### config.mk
export PLATFORM = sky130hd
export DESIGN_NAME = decimal_text_to_fixed_point_unit_flat
export DESIGN_NICKNAME = d
export VERILOG_FILES = /design/src/design/dtfp_pkg.sv /design/src/design/dtfp_if.sv /design/src/design/dtfp_mul10_sat.sv /design/src/design/dtfp_parser.sv /design/src/design/dtfp_scale_stage.sv /design/src/design/decimal_text_to_fixed_point_unit.sv /design/src/flat_wrapper.sv
export SDC_FILE = /design/constraint.sdc
export NUM_CORES = 2
export LEC_CHECK = 0
export BUFFER_PORTS_ARGS = -buffer_cell sky130_fd_sc_hd__clkbuf_2
export CAP_MARGIN = 20
export CORE_ASPECT_RATIO = 1.2
export CORE_MARGIN = 2
export CORE_UTILIZATION = 70
export DETAILED_ROUTE_END_ITERATION = 6
export PLACE_DENSITY = 0.87
export REMOVE_ABC_BUFFERS = 1
export SETUP_SLACK_MARGIN = 0.05
export SYNTH_ARGS = -nofsm -noshare
export SYNTH_HDL_FRONTEND = slang
export SYNTH_SLANG_ARGS = --single-unit
### constraint.sdc
create_clock -name clk -period 14.2 [get_ports clk]
set_input_delay 2.84 -clock clk [delete_from_list [all_inputs] [get_ports clk]]
set_output_delay 2.84 -clock clk [all_outputs]
set_load 0.05 [all_outputs]
### src/design/dtfp_pkg.sv
package dtfp_pkg;

  // defaults for the top level parameters
  localparam int VALUE_WIDTH_DEF         = 48;
  localparam int MAX_FRACTION_DIGITS_DEF = 9;

  // fixed field widths
  localparam int CHAR_W  = 8;
  localparam int CFG_W   = 4;
  localparam int CNT_W   = 4;
  localparam int DIGIT_W = 4;

  localparam logic [CFG_W-1:0] FRACTION_DIGITS_RESET = 4'd4;

  // ascii codes the parser recognizes
  localparam logic [CHAR_W-1:0] CHAR_ZERO  = 8'h30;
  localparam logic [CHAR_W-1:0] CHAR_NINE  = 8'h39;
  localparam logic [CHAR_W-1:0] CHAR_PLUS  = 8'h2B;
  localparam logic [CHAR_W-1:0] CHAR_MINUS = 8'h2D;
  localparam logic [CHAR_W-1:0] CHAR_DOT   = 8'h2E;

  // side information that travels with a magnitude through the scaling chain
  typedef struct packed {
    logic             neg;
    logic             err;
    logic             ovf;
    logic [CNT_W-1:0] rem;
  } stage_flags_t;

endpackage

### src/design/dtfp_if.sv
interface dtfp_char_if;
  import dtfp_pkg::*;

  logic              valid;
  logic              ready;
  logic [CHAR_W-1:0] char_code;
  logic              last_char;

  modport source (output valid, output char_code, output last_char, input ready);
  modport sink   (input valid, input char_code, input last_char, output ready);
endinterface

interface dtfp_result_if #(
  parameter int VALUE_WIDTH = dtfp_pkg::VALUE_WIDTH_DEF
);
  logic                          valid;
  logic                          ready;
  logic signed [VALUE_WIDTH-1:0] scaled_value;
  logic                          bad_character;
  logic                          overflowed;

  modport source (output valid, output scaled_value, output bad_character,
                  output overflowed, input ready);
  modport sink   (input valid, input scaled_value, input bad_character,
                  input overflowed, output ready);
endinterface

### src/design/dtfp_mul10_sat.sv
module dtfp_mul10_sat #(
  parameter int VALUE_WIDTH = dtfp_pkg::VALUE_WIDTH_DEF
) (
  input  logic [VALUE_WIDTH-1:0]      mag,
  input  logic [dtfp_pkg::DIGIT_W-1:0] digit,
  input  logic                        neg,
  output logic [VALUE_WIDTH-1:0]      result,
  output logic                        sat
);
  import dtfp_pkg::*;

  localparam int EW = VALUE_WIDTH + 4;

  logic [EW-1:0] mag_ext;
  logic [EW-1:0] prod;
  logic [EW-1:0] half;
  logic [EW-1:0] lim;

  // mag * 10 + digit as two shifts and adds
  assign mag_ext = EW'(mag);
  assign prod    = (mag_ext << 3) + (mag_ext << 1) + EW'(digit);

  // magnitude limit: one more for negative numbers
  assign half = EW'(1) << (VALUE_WIDTH - 1);
  assign lim  = neg ? half : half - EW'(1);

  assign sat    = prod > lim;
  assign result = sat ? lim[VALUE_WIDTH-1:0] : prod[VALUE_WIDTH-1:0];

endmodule

### src/design/dtfp_parser.sv
module dtfp_parser #(
  parameter int VALUE_WIDTH = dtfp_pkg::VALUE_WIDTH_DEF
) (
  input  logic                          clk,
  input  logic                          rst,
  input  logic                          in_valid,
  output logic                          in_ready,
  input  logic [dtfp_pkg::CHAR_W-1:0]   char_code,
  input  logic                          last_char,
  input  logic [dtfp_pkg::CNT_W-1:0]    fd_active,
  output logic                          out_valid,
  input  logic                          out_ready,
  output logic [VALUE_WIDTH-1:0]        out_mag,
  output dtfp_pkg::stage_flags_t        out_flags
);
  import dtfp_pkg::*;

  // parser state
  logic [VALUE_WIDTH-1:0] acc;
  logic [CNT_W-1:0]       frac_cnt;
  logic                   dot_seen;
  logic                   is_negative;
  logic                   at_first;
  logic                   err_seen;
  logic                   ovf_seen;

  // updated state for the current character
  logic [VALUE_WIDTH-1:0] acc_next;
  logic [CNT_W-1:0]       frac_cnt_next;
  logic                   dot_seen_next;
  logic                   is_negative_next;
  logic                   err_seen_next;
  logic                   ovf_seen_next;
  logic [CNT_W-1:0]       rem_next;

  logic                   is_digit;
  logic                   is_dot;
  logic                   is_sign;
  logic                   frac_room;
  logic                   take_digit;
  logic [DIGIT_W-1:0]     digit;
  logic [VALUE_WIDTH-1:0] acc_step;
  logic                   step_sat;
  logic                   accept;

  assign accept   = in_valid && in_ready;
  assign in_ready = !out_valid || out_ready;
  assign digit    = DIGIT_W'(char_code - CHAR_ZERO);

  dtfp_mul10_sat #(.VALUE_WIDTH(VALUE_WIDTH)) u_mul10 (
    .mag    (acc),
    .digit  (digit),
    .neg    (is_negative),
    .result (acc_step),
    .sat    (step_sat)
  );

  always_comb begin
    is_digit   = char_code inside {[CHAR_ZERO:CHAR_NINE]};
    is_dot     = char_code == CHAR_DOT;
    is_sign    = char_code inside {CHAR_PLUS, CHAR_MINUS};
    frac_room  = frac_cnt < fd_active;
    take_digit = is_digit && (!dot_seen || frac_room);

    acc_next         = take_digit ? acc_step : acc;
    ovf_seen_next    = ovf_seen || (take_digit && step_sat);
    frac_cnt_next    = (is_digit && dot_seen && frac_room) ? frac_cnt + CNT_W'(1) : frac_cnt;
    dot_seen_next    = dot_seen || is_dot;
    is_negative_next = (at_first && is_sign) ? (char_code == CHAR_MINUS) : is_negative;
    err_seen_next    = err_seen || (is_dot && dot_seen) ||
                       (!is_digit && !is_dot && !(is_sign && at_first));
    // missing fraction digits, none if more were taken than now asked for
    rem_next         = (fd_active > frac_cnt_next) ? fd_active - frac_cnt_next : '0;
  end

  always_ff @(posedge clk) begin
    if (rst) begin
      acc         <= '0;
      frac_cnt    <= '0;
      dot_seen    <= 1'b0;
      is_negative <= 1'b0;
      at_first    <= 1'b1;
      err_seen    <= 1'b0;
      ovf_seen    <= 1'b0;
      out_valid   <= 1'b0;
    end else begin
      if (out_valid && out_ready) begin
        out_valid <= 1'b0;
      end
      if (accept) begin
        if (last_char) begin
          // hand the number on and start over
          acc         <= '0;
          frac_cnt    <= '0;
          dot_seen    <= 1'b0;
          is_negative <= 1'b0;
          at_first    <= 1'b1;
          err_seen    <= 1'b0;
          ovf_seen    <= 1'b0;
          out_valid   <= 1'b1;
        end else begin
          acc         <= acc_next;
          frac_cnt    <= frac_cnt_next;
          dot_seen    <= dot_seen_next;
          is_negative <= is_negative_next;
          at_first    <= 1'b0;
          err_seen    <= err_seen_next;
          ovf_seen    <= ovf_seen_next;
        end
      end
    end
  end

  always_ff @(posedge clk) begin
    if (accept && last_char) begin
      out_mag       <= acc_next;
      out_flags.neg <= is_negative_next;
      out_flags.err <= err_seen_next;
      out_flags.ovf <= ovf_seen_next;
      out_flags.rem <= rem_next;
    end
  end

endmodule

### src/design/dtfp_scale_stage.sv
module dtfp_scale_stage #(
  parameter int VALUE_WIDTH = dtfp_pkg::VALUE_WIDTH_DEF
) (
  input  logic                   clk,
  input  logic                   rst,
  input  logic                   in_valid,
  output logic                   in_ready,
  input  logic [VALUE_WIDTH-1:0] in_mag,
  input  dtfp_pkg::stage_flags_t in_flags,
  output logic                   out_valid,
  input  logic                   out_ready,
  output logic [VALUE_WIDTH-1:0] out_mag,
  output dtfp_pkg::stage_flags_t out_flags
);
  import dtfp_pkg::*;

  logic [VALUE_WIDTH-1:0] step_mag;
  logic                   step_sat;
  logic                   do_step;

  assign in_ready = !out_valid || out_ready;
  assign do_step  = in_flags.rem != '0;

  dtfp_mul10_sat #(.VALUE_WIDTH(VALUE_WIDTH)) u_mul10 (
    .mag    (in_mag),
    .digit  ('0),
    .neg    (in_flags.neg),
    .result (step_mag),
    .sat    (step_sat)
  );

  always_ff @(posedge clk) begin
    if (rst) begin
      out_valid <= 1'b0;
    end else if (in_ready) begin
      out_valid <= in_valid;
    end
  end

  // one conditional times ten per stage
  always_ff @(posedge clk) begin
    if (in_valid && in_ready) begin
      out_mag       <= do_step ? step_mag : in_mag;
      out_flags.neg <= in_flags.neg;
      out_flags.err <= in_flags.err;
      out_flags.ovf <= in_flags.ovf || (do_step && step_sat);
      out_flags.rem <= do_step ? in_flags.rem - CNT_W'(1) : in_flags.rem;
    end
  end

endmodule

### src/design/decimal_text_to_fixed_point_unit.sv
// a request with last_char set is registered in the parser output register, then in each scaling stage
// throughput: one character request per cycle while the chain does not stall, set by the
//   accumulator update, which is combinational; the scaling chain has one register per possible missing digit
// results can wait at the output while further characters are taken
// reset (rst, synchronous, active high): parser cleared, chain empty, fraction_digits = 4
module decimal_text_to_fixed_point_unit #(
  parameter int VALUE_WIDTH         = dtfp_pkg::VALUE_WIDTH_DEF,
  parameter int MAX_FRACTION_DIGITS = dtfp_pkg::MAX_FRACTION_DIGITS_DEF
) (
  input  logic                       clk,
  input  logic                       rst,
  input  logic                       cfg_wr_en,
  input  logic [dtfp_pkg::CFG_W-1:0] cfg_wr_data,
  dtfp_char_if.sink                  chars,
  dtfp_result_if.source              results
);
  import dtfp_pkg::*;

  localparam int NST = MAX_FRACTION_DIGITS + 1;

  // fraction_digits register and its clamp to the supported maximum
  logic [CFG_W-1:0] frac_digits;
  logic [CNT_W-1:0] fd_active;

  always_ff @(posedge clk) begin
    if (rst) begin
      frac_digits <= FRACTION_DIGITS_RESET;
    end else if (cfg_wr_en) begin
      frac_digits <= cfg_wr_data;
    end
  end

  assign fd_active = (frac_digits > CFG_W'(MAX_FRACTION_DIGITS)) ?
                     CNT_W'(MAX_FRACTION_DIGITS) : CNT_W'(frac_digits);

  // chain links: link 0 is the parser output register, the last link feeds the port
  logic                   valid_c [NST];
  logic                   ready_c [NST];
  logic [VALUE_WIDTH-1:0] mag_c   [NST];
  stage_flags_t           flags_c [NST];

  // character parser, accumulates digits and emits the raw magnitude on the last character
  dtfp_parser #(.VALUE_WIDTH(VALUE_WIDTH)) u_parser (
    .clk       (clk),
    .rst       (rst),
    .in_valid  (chars.valid),
    .in_ready  (chars.ready),
    .char_code (chars.char_code),
    .last_char (chars.last_char),
    .fd_active (fd_active),
    .out_valid (valid_c[0]),
    .out_ready (ready_c[0]),
    .out_mag   (mag_c[0]),
    .out_flags (flags_c[0])
  );

  // scaling chain: each stage multiplies by ten while fraction digits are still missing,
  // saturating at the signed limit; empty stages let a request move up
  for (genvar g = 1; g < NST; g++) begin : g_stage
    dtfp_scale_stage #(.VALUE_WIDTH(VALUE_WIDTH)) u_stage (
      .clk       (clk),
      .rst       (rst),
      .in_valid  (valid_c[g-1]),
      .in_ready  (ready_c[g-1]),
      .in_mag    (mag_c[g-1]),
      .in_flags  (flags_c[g-1]),
      .out_valid (valid_c[g]),
      .out_ready (ready_c[g]),
      .out_mag   (mag_c[g]),
      .out_flags (flags_c[g])
    );
  end

  // result port, sign applied on the way out; negative zero comes out as zero
  assign ready_c[NST-1]        = results.ready;
  assign results.valid         = valid_c[NST-1];
  assign results.scaled_value  = flags_c[NST-1].neg ? VALUE_WIDTH'(0) - mag_c[NST-1]
                                                    : mag_c[NST-1];
  assign results.bad_character = flags_c[NST-1].err;
  assign results.overflowed    = flags_c[NST-1].ovf;

endmodule

### src/flat_wrapper.sv
// flat-port wrapper written by rule: the top's interface ports become plain ports
module decimal_text_to_fixed_point_unit_flat import dtfp_pkg::*;
#(
  parameter int VALUE_WIDTH         = dtfp_pkg::VALUE_WIDTH_DEF,
  parameter int MAX_FRACTION_DIGITS = dtfp_pkg::MAX_FRACTION_DIGITS_DEF
)
  (clk, rst, cfg_wr_en, cfg_wr_data, chars_valid, chars_char_code, chars_last_char, chars_ready, results_valid, results_scaled_value, results_bad_character, results_overflowed, results_ready);
  dtfp_char_if chars_i ();
  dtfp_result_if #(.VALUE_WIDTH(VALUE_WIDTH)) results_i ();
  input  logic clk;
  input  logic rst;
  input  logic cfg_wr_en;
  input  logic [dtfp_pkg::CFG_W-1:0] cfg_wr_data;
  input wire logic [$bits(chars_i.valid)-1:0] chars_valid;
  input wire logic [$bits(chars_i.char_code)-1:0] chars_char_code;
  input wire logic [$bits(chars_i.last_char)-1:0] chars_last_char;
  output wire logic [$bits(chars_i.ready)-1:0] chars_ready;
  output wire logic [$bits(results_i.valid)-1:0] results_valid;
  output wire logic [$bits(results_i.scaled_value)-1:0] results_scaled_value;
  output wire logic [$bits(results_i.bad_character)-1:0] results_bad_character;
  output wire logic [$bits(results_i.overflowed)-1:0] results_overflowed;
  input wire logic [$bits(results_i.ready)-1:0] results_ready;
  assign chars_i.valid = chars_valid;
  assign chars_i.char_code = chars_char_code;
  assign chars_i.last_char = chars_last_char;
  assign chars_ready = chars_i.ready;
  assign results_valid = results_i.valid;
  assign results_scaled_value = results_i.scaled_value;
  assign results_bad_character = results_i.bad_character;
  assign results_overflowed = results_i.overflowed;
  assign results_i.ready = results_ready;
  decimal_text_to_fixed_point_unit #(.VALUE_WIDTH(VALUE_WIDTH), .MAX_FRACTION_DIGITS(MAX_FRACTION_DIGITS)) u_core (.clk(clk), .rst(rst), .cfg_wr_en(cfg_wr_en), .cfg_wr_data(cfg_wr_data), .chars(chars_i), .results(results_i));
endmodule
# Word-level counts from Yosys, hierarchy flattened

Cells that the tools add are included.

Output and inout port bits: 52
Bits of input ports: 18
Word-level logic and storage cells: 237
Flip-flop bits (word level): 617

Muxes and demuxes: 52
Add/sub/neg operators: 23
Equality and inequality tests: 3
$lt $le $gt $ge: 15
Reductions and logical operators: 77

Operators by type and width:

| cell                                                               | count |
|---|---|
| two-way mux 48 bit                                                 | 32 |
| adder 51 x 49 -> 52 bit                                            | 10 |
| > comparator 52 x 48 -> 1 bit                                      | 10 |
| adder 52 x 4 -> 52 bit                                             | 1 |
| subtractor 1 x 48 -> 48 bit (first input constant)                 | 1 |
| two-way mux 4 bit                                                  | 11 |
| nonzero test 4 bit                                                 | 9 |
| subtractor 4 x 1 -> 4 bit (second input constant)                  | 9 |
| logical AND 1 bit                                                  | 29 |
| == test 8 x 6 -> 1 bit (second input constant)                     | 3 |
| logical OR 1 bit                                                   | 24 |
| zero test 1 bit                                                    | 14 |
| two-way mux 1 bit                                                  | 9 |
| greater-or-equal comparator 8 x 6 -> 1 bit (second input constant) | 1 |
| <= comparator 8 x 6 -> 1 bit (second input constant)               | 1 |
| adder 4 x 1 -> 4 bit (second input constant)                       | 1 |
| > comparator 4 bit                                                 | 1 |
| > comparator 4 bit (second input constant)                         | 1 |
| < comparator 4 bit                                                 | 1 |
| subtractor 4 bit                                                   | 1 |
| nonzero test 2 bit                                                 | 1 |

# Depth between registers and ports, before layout

Depth after elaboration: 14
Gate-level depth with buffers: 27
Depth with buffers taken out: 25

# By module

A second synthesis with hierarchy kept.

Cells, all modules: 8019
Area total of the unflattened synthesis: 78522.8 um^2

By module, submodules not included:

| module                                                 | instances | cells each | area an instance (um^2) | seq. area each (um^2) |
|---|---|---|---|---|
| dtfp_mul10_sat (u_core.g_stage[2].u_stage.u_mul10 ...) | 6         | 636        | 5146.2                  | 0.0 |
| dtfp_scale_stage                                       | 9         | 128        | 2398.6                  | 1671.6 |
| dtfp_mul10_sat (u_core.u_parser.u_mul10)               | 1         | 659        | 5117.4                  | 0.0 |
| dtfp_mul10_sat (u_core.g_stage[4].u_stage.u_mul10)     | 1         | 620        | 5013.6                  | 0.0 |
| dtfp_mul10_sat (u_core.g_stage[1].u_stage.u_mul10)     | 1         | 629        | 5007.3                  | 0.0 |
| dtfp_mul10_sat (u_core.g_stage[3].u_stage.u_mul10)     | 1         | 638        | 5004.8                  | 0.0 |
| dtfp_parser                                            | 1         | 329        | 4566.9                  | 2812.7 |
| decimal_text_to_fixed_point_unit                       | 1         | 176        | 1348.8                  | 80.1 |

# Worst setup path after synthesis

No wires, ideal clock.

Path type: input port to flip-flop
Start: in chars_char_code[3]
End: reg u_core.u_parser.out_mag[39], data pin
Path slack: 5.938 ns
Arrival time: 7.992 ns
Buffers on the path: 2
Stages: 24
Data required time: 13.930 ns
Library setup time: 0.270 ns
Cell sequence: fa_1 > ha_1 > a211o_1 > a21oi_1 > a21oi_1 > o31ai_1 > o211ai_1 > a221o_1 > nor3b_1 > a221oi_1 > xnor2_1 > ha_1 > nand4_1 > nor4_1 > nand2_1 > nor2_1 > o21ai_0 > o211ai_1 > a2bb2oi_1 > nand4_1 > buf_2 > buf_2 > mux2i_1 > a21oi_1

Word-level cells in the longest chain between the ends: 5
Elaborated cells on any way between the ends: 9
Classes of those cells: 2 x add/sub; 3 x order compare; 2 x mux; 2 x reduce/logical

RTL lines:

| element                                | RTL line             | text |
|---|---|---|
| start, declared                        | flat_wrapper.sv:15   | `input wire logic [$bits(chars_i.char_code)-1:0] chars_char_code;` |
| subtractor 4 x 1 -> 4 bit              | dtfp_parser.sv:48    | `assign digit = DIGIT_W'(char_code - CHAR_ZERO);` |
| adder 52 x 4 -> 52 bit                 | dtfp_mul10_sat.sv:21 | `assign prod = (mag_ext << 3) + (mag_ext << 1) + EW'(digit);` |
| > comparator 52 x 48 -> 1 bit          | dtfp_mul10_sat.sv:27 | `assign sat = prod > lim;` |
| two-way mux 48 bit                     | dtfp_mul10_sat.sv:28 | `assign result = sat ? lim[VALUE_WIDTH-1:0] : prod[VALUE_WIDTH-1:0];` |
| two-way mux 48 bit (*)                 | dtfp_parser.sv:65    | `acc_next = take_digit ? acc_step : acc;` |
| named net u_core.u_parser.acc_next[39] | dtfp_parser.sv:28    | `logic [VALUE_WIDTH-1:0] acc_next;` |
| end signal, assigned                   | dtfp_parser.sv:116   | `out_mag <= acc_next;` |
| end, declared                          | dtfp_parser.sv:13    | `output logic [VALUE_WIDTH-1:0] out_mag,` |

The timed path passes the listed nets; every way through them passes the cells marked *.
A chain may end at the register's enable or synchronous reset.

# Final worst setup path

Start: in chars_char_code[3]
End: reg u_core.u_parser.out_mag[21], data pin

Same word-level chain as after synthesis.

==> impl_metrics.csv <==
group,metric,value,unit
outcome,status,"finished, final reports clean",
yosys,synth.cell_area,63800,um2
sta,skew,32.8,ps
clock_network,cts_buffer_depth,3,
detailed_routing,wire_per_inst,22.9,um
sta,min_period_over_period,0.689,
worst_hold_path,hold_class,"reg -> reg",
finish,areaGrowthSynthToFinish,5.54,%
power_and_ir_drop,p_int,3.28,mW
detailed_routing,first_pass_iters,7,
die,io_pins,70,
grt,grt_max_degree,63,
grt,use_met1,0.462,
sta,finalSetupTns,0,ps
sta,hold_slack,422,ps
power_and_ir_drop,power_density,66.3,nW/um2
worst_setup_path,arrival,10170,ps
detailed_routing,final_antenna_net_count,0,
grt,grt_pass1_wl,295000,um
sta,final_hold_viol_count,0,
die,die_x,280,um
clock_network,postCtsSetupBuffers,0,
detailed_routing,drtIter0Drc,5354,
clock_network,clock_sinks,617,
die,coreArea,90500,um2
worst_setup_path,required,14580,ps
clock_network,cts-root-buf,"clkbuf_16",
clock_network,htreeDepth,3,
clock_network,ctsResizeCount,0,
sta,fin_crit,9790,ps
power_and_ir_drop,p_clk_frac,0.397,
sta,rsz0062_at_grt,"false",
power_and_ir_drop,power.switching,1.18,mW
detailed_routing,vias,58000,
sta,setup_violations,0,
yosys,syn_inst,7002,
worst_setup_path,critPathCaptureType,"flop",
die,die_y,335,um
grt,use_met2,0.660,
yosys,synth-main-ff-cell,"edfxtp_1",
detailed_routing,post-route-drc-count,0,
sta,final_max_slew_viol_count,0,
grt,overflow,0,
detailed_routing,wl,186000,um
placement,hpwl,145000,um
finish,nets,7928,
yosys,synth_edf_count,546,
grt,antenna_found_initial,1,
worst_setup_path,critical_path_peak_fanout,44,
sta,max_slew_margin,0.221,
clock_network,cts_tree,"done",
power_and_ir_drop,p_seq_frac,0.454,
yosys,postSynth.asyncResetShare,0,
grt,grt_use_total,0.388,
clock_network,clock_latency,650,ps
yosys,avgSynthCellArea,9.12,um2
die,die_area,93600,um2
grt,top_usage_layer,"met2",
yosys,yosys_warnings,0,
yosys,yosysSeqAreaShare,0.279,
finish,drive_above_1_share,0.0628,
grt,first_global_vias,55700,
die,rows,121,
sta,timing.fmax,0.102,GHz
clock_network,path_clk_slew,60,ps
job,drv_cap,0,
clock_network,cts_hold_buffers,0,
grt,use_met3,0.0611,
power_and_ir_drop,pwr-share-comb,0.149,
yosys,synth_seq_cells,617,
power_and_ir_drop,p_leak,28.3,nW
power_and_ir_drop,peakVddDrop,0.000108,V
yosys,yosysUniqueCellTypes,86,
worst_setup_path,crit_path_start_kind,"input port",
placement,gp_congestion,1.03,
worst_setup_path,path_class,"in -> reg",
placement,io_buffers,69,
detailed_routing,viasPerCell,7.13,
die,start_util,0.705,
clock_network,numCtsBuffers,66,
sta,tightest_slew,1170,ps
finish,num-fill-cells,6679,
power_and_ir_drop,p_sw_frac,0.265,
[synth_stat cells (all sizes together), types with 71 or more instances]
cell | instances | area (um2)
a221o | 319 | 3190
edfxtp | 546 | 16400
o21bai | 83 | 623
clkbuf | 265 | 995
nand4 | 174 | 1090
a21o | 383 | 2880
o221a | 92 | 1040
nand3 | 216 | 1080
nor2 | 447 | 1680
inv | 187 | 702
ha | 988 | 12400
xor2 | 156 | 1370
a211oi | 94 | 711
dfxtp | 71 | 1420
o21ai | 383 | 1920
xnor2 | 320 | 2800
nand2 | 467 | 1750
o21a | 91 | 683
nor3 | 127 | 647
a21oi | 677 | 3390
[area by class of cell]
| cell class | instances | area (um2) | area share |
|---|---|---|---|
| clock inverters | 35 | 382 | 0.00566 |
| flip-flops and latches | 617 | 17800 | 0.264 |
| well taps | 1168 | 1460 | 0.0217 |
| repair buffers | 136 | 857 | 0.0127 |
| clock buffers | 79 | 1760 | 0.0262 |
| diodes | 1 | 2.50 | 0.0000371 |
| multi-input cells | 5902 | 44400 | 0.659 |
| inverters | 187 | 702 | 0.0104 |
[cell usage in the layout (no fill, tap or decap), drive strengths merged, types with 46 or more instances in the layout]
master,count
a211oi,94
a21o,383
a21oi,677
a221o,319
a31oi,65
and3,46
buf,67
clkbuf,148
dfxtp,71
edfxtp,546
ha,988
inv,193
mux2i,65
nand2,467
nand2b,61
nand3,216
nand4,174
nor2,447
nor2b,58
nor3,127
o21a,91
o21ai,383
o21bai,83
o221a,92
xnor2,320
xor2,156
[cells by family (layout without fill, tap and decap cells)]
group / count (synthesis) / in the layout / synth area share
AOI/OAI and AO/OA: 2534 / 2534 / 0.278
xor gates and xnor gates: 476 / 476 / 0.0653
adders and majority gates: 1000 / 1000 / 0.197
buffers and inverters: 483 / 437 / 0.0288
DFF: 617 / 617 / 0.279
muxes: 72 / 72 / 0.0114
other: 0 / 1 / 0
and+or+nand+nor: 1820 / 1820 / 0.140
[routing by layer]
metal / wire length, um / up-vias
met3: 13000 / 685
li1: - / 27400
met2: 87900 / 2402
met5: 10 / -
met4: 12800 / 2
met1: 72500 / 27500
[stage by stage]
stage | worst slack [ps] | cells | area, um2 | utilization | power (mW)
after CTS | 4630 | 8124 | 67400 | 0.744 | 4.45
after global placement | 4150 | 8008 | 65200 | 0.720 | 2.68
final | 4410 | 8125 | 67400 | 0.744 | 4.46
after global routing | 4060 | 8124 | 67400 | 0.744 | 4.61
after detailed placement | 3980 | 8010 | 65200 | 0.721 | 2.71
after floorplan | 3370 | 6706 | 62700 | - | 2.54
[sequential cells by signal, summed over array words and instances (netlist names)]
register and cells:
u_core.g_stage.u_stage.out_valid 9, u_core.u_parser.out_valid 1, u_core.g_stage.u_stage.out_flags 59, u_core.u_parser.at_first 1, u_core.u_parser.err_seen 1, u_core.u_parser.is_negative 1
u_core.u_parser.acc 48, u_core.u_parser.out_mag 48, u_core.frac_digits 4, u_core.g_stage.u_stage.out_mag 432, u_core.u_parser.dot_seen 1, u_core.u_parser.ovf_seen 1
u_core.u_parser.out_flags 7, u_core.u_parser.frac_cnt 4
[worst paths after layout]
kind                                                    startpoint                                          endpoint  slack, ps  cells after the start
setup reg to reg    u_core.g_stage[4].u_stage.out_mag[0]$_DFFE_PP_    u_core.g_stage[5].u_stage.out_mag[5]$_DFFE_PP_       6200                     24
hold reg to reg   u_core.g_stage[6].u_stage.out_flags[5]$_DFFE_PP_  u_core.g_stage[7].u_stage.out_flags[5]$_DFFE_PP_        420                      0
hold / removal    u_core.g_stage[6].u_stage.out_flags[5]$_DFFE_PP_  u_core.g_stage[7].u_stage.out_flags[5]$_DFFE_PP_        420                      0
setup / recovery                                chars_char_code[3]             u_core.u_parser.out_mag[21]$_DFFE_PP_       4410                     23
[worst max-delay path, cell delays in order]
cell       delay (ps)
clkbuf_2          130
fa_1              610
fa_1              250
a211oi_1          110
o21a_1            240
or4_1             600
a21oi_1           230
a31oi_1           230
o31ai_1           850
a41oi_1           250
xnor2_1           230
ha_1              320
nand4_1           110
nor4_1            580
nand2_1           200
nor2_1            180
o21ai_0           120
o211ai_1          110
a2bb2oi_1         100
nand4_1           400
buf_4             780
mux2_2            410
mux2_2            270
[power by group through the flow]
stage / logic [mW] / registers (mW) / clock network [mW]
after global routing: 0.731 / 2.03 / 1.85
after detailed placement: 0.643 / 2.06 / 0
after global placement: 0.620 / 2.06 / 0
final: 0.664 / 2.03 / 1.77
after floorplan: 0.491 / 2.05 / 0
after CTS: 0.650 / 2.03 / 1.78
(Power assumes the default switching activity.)
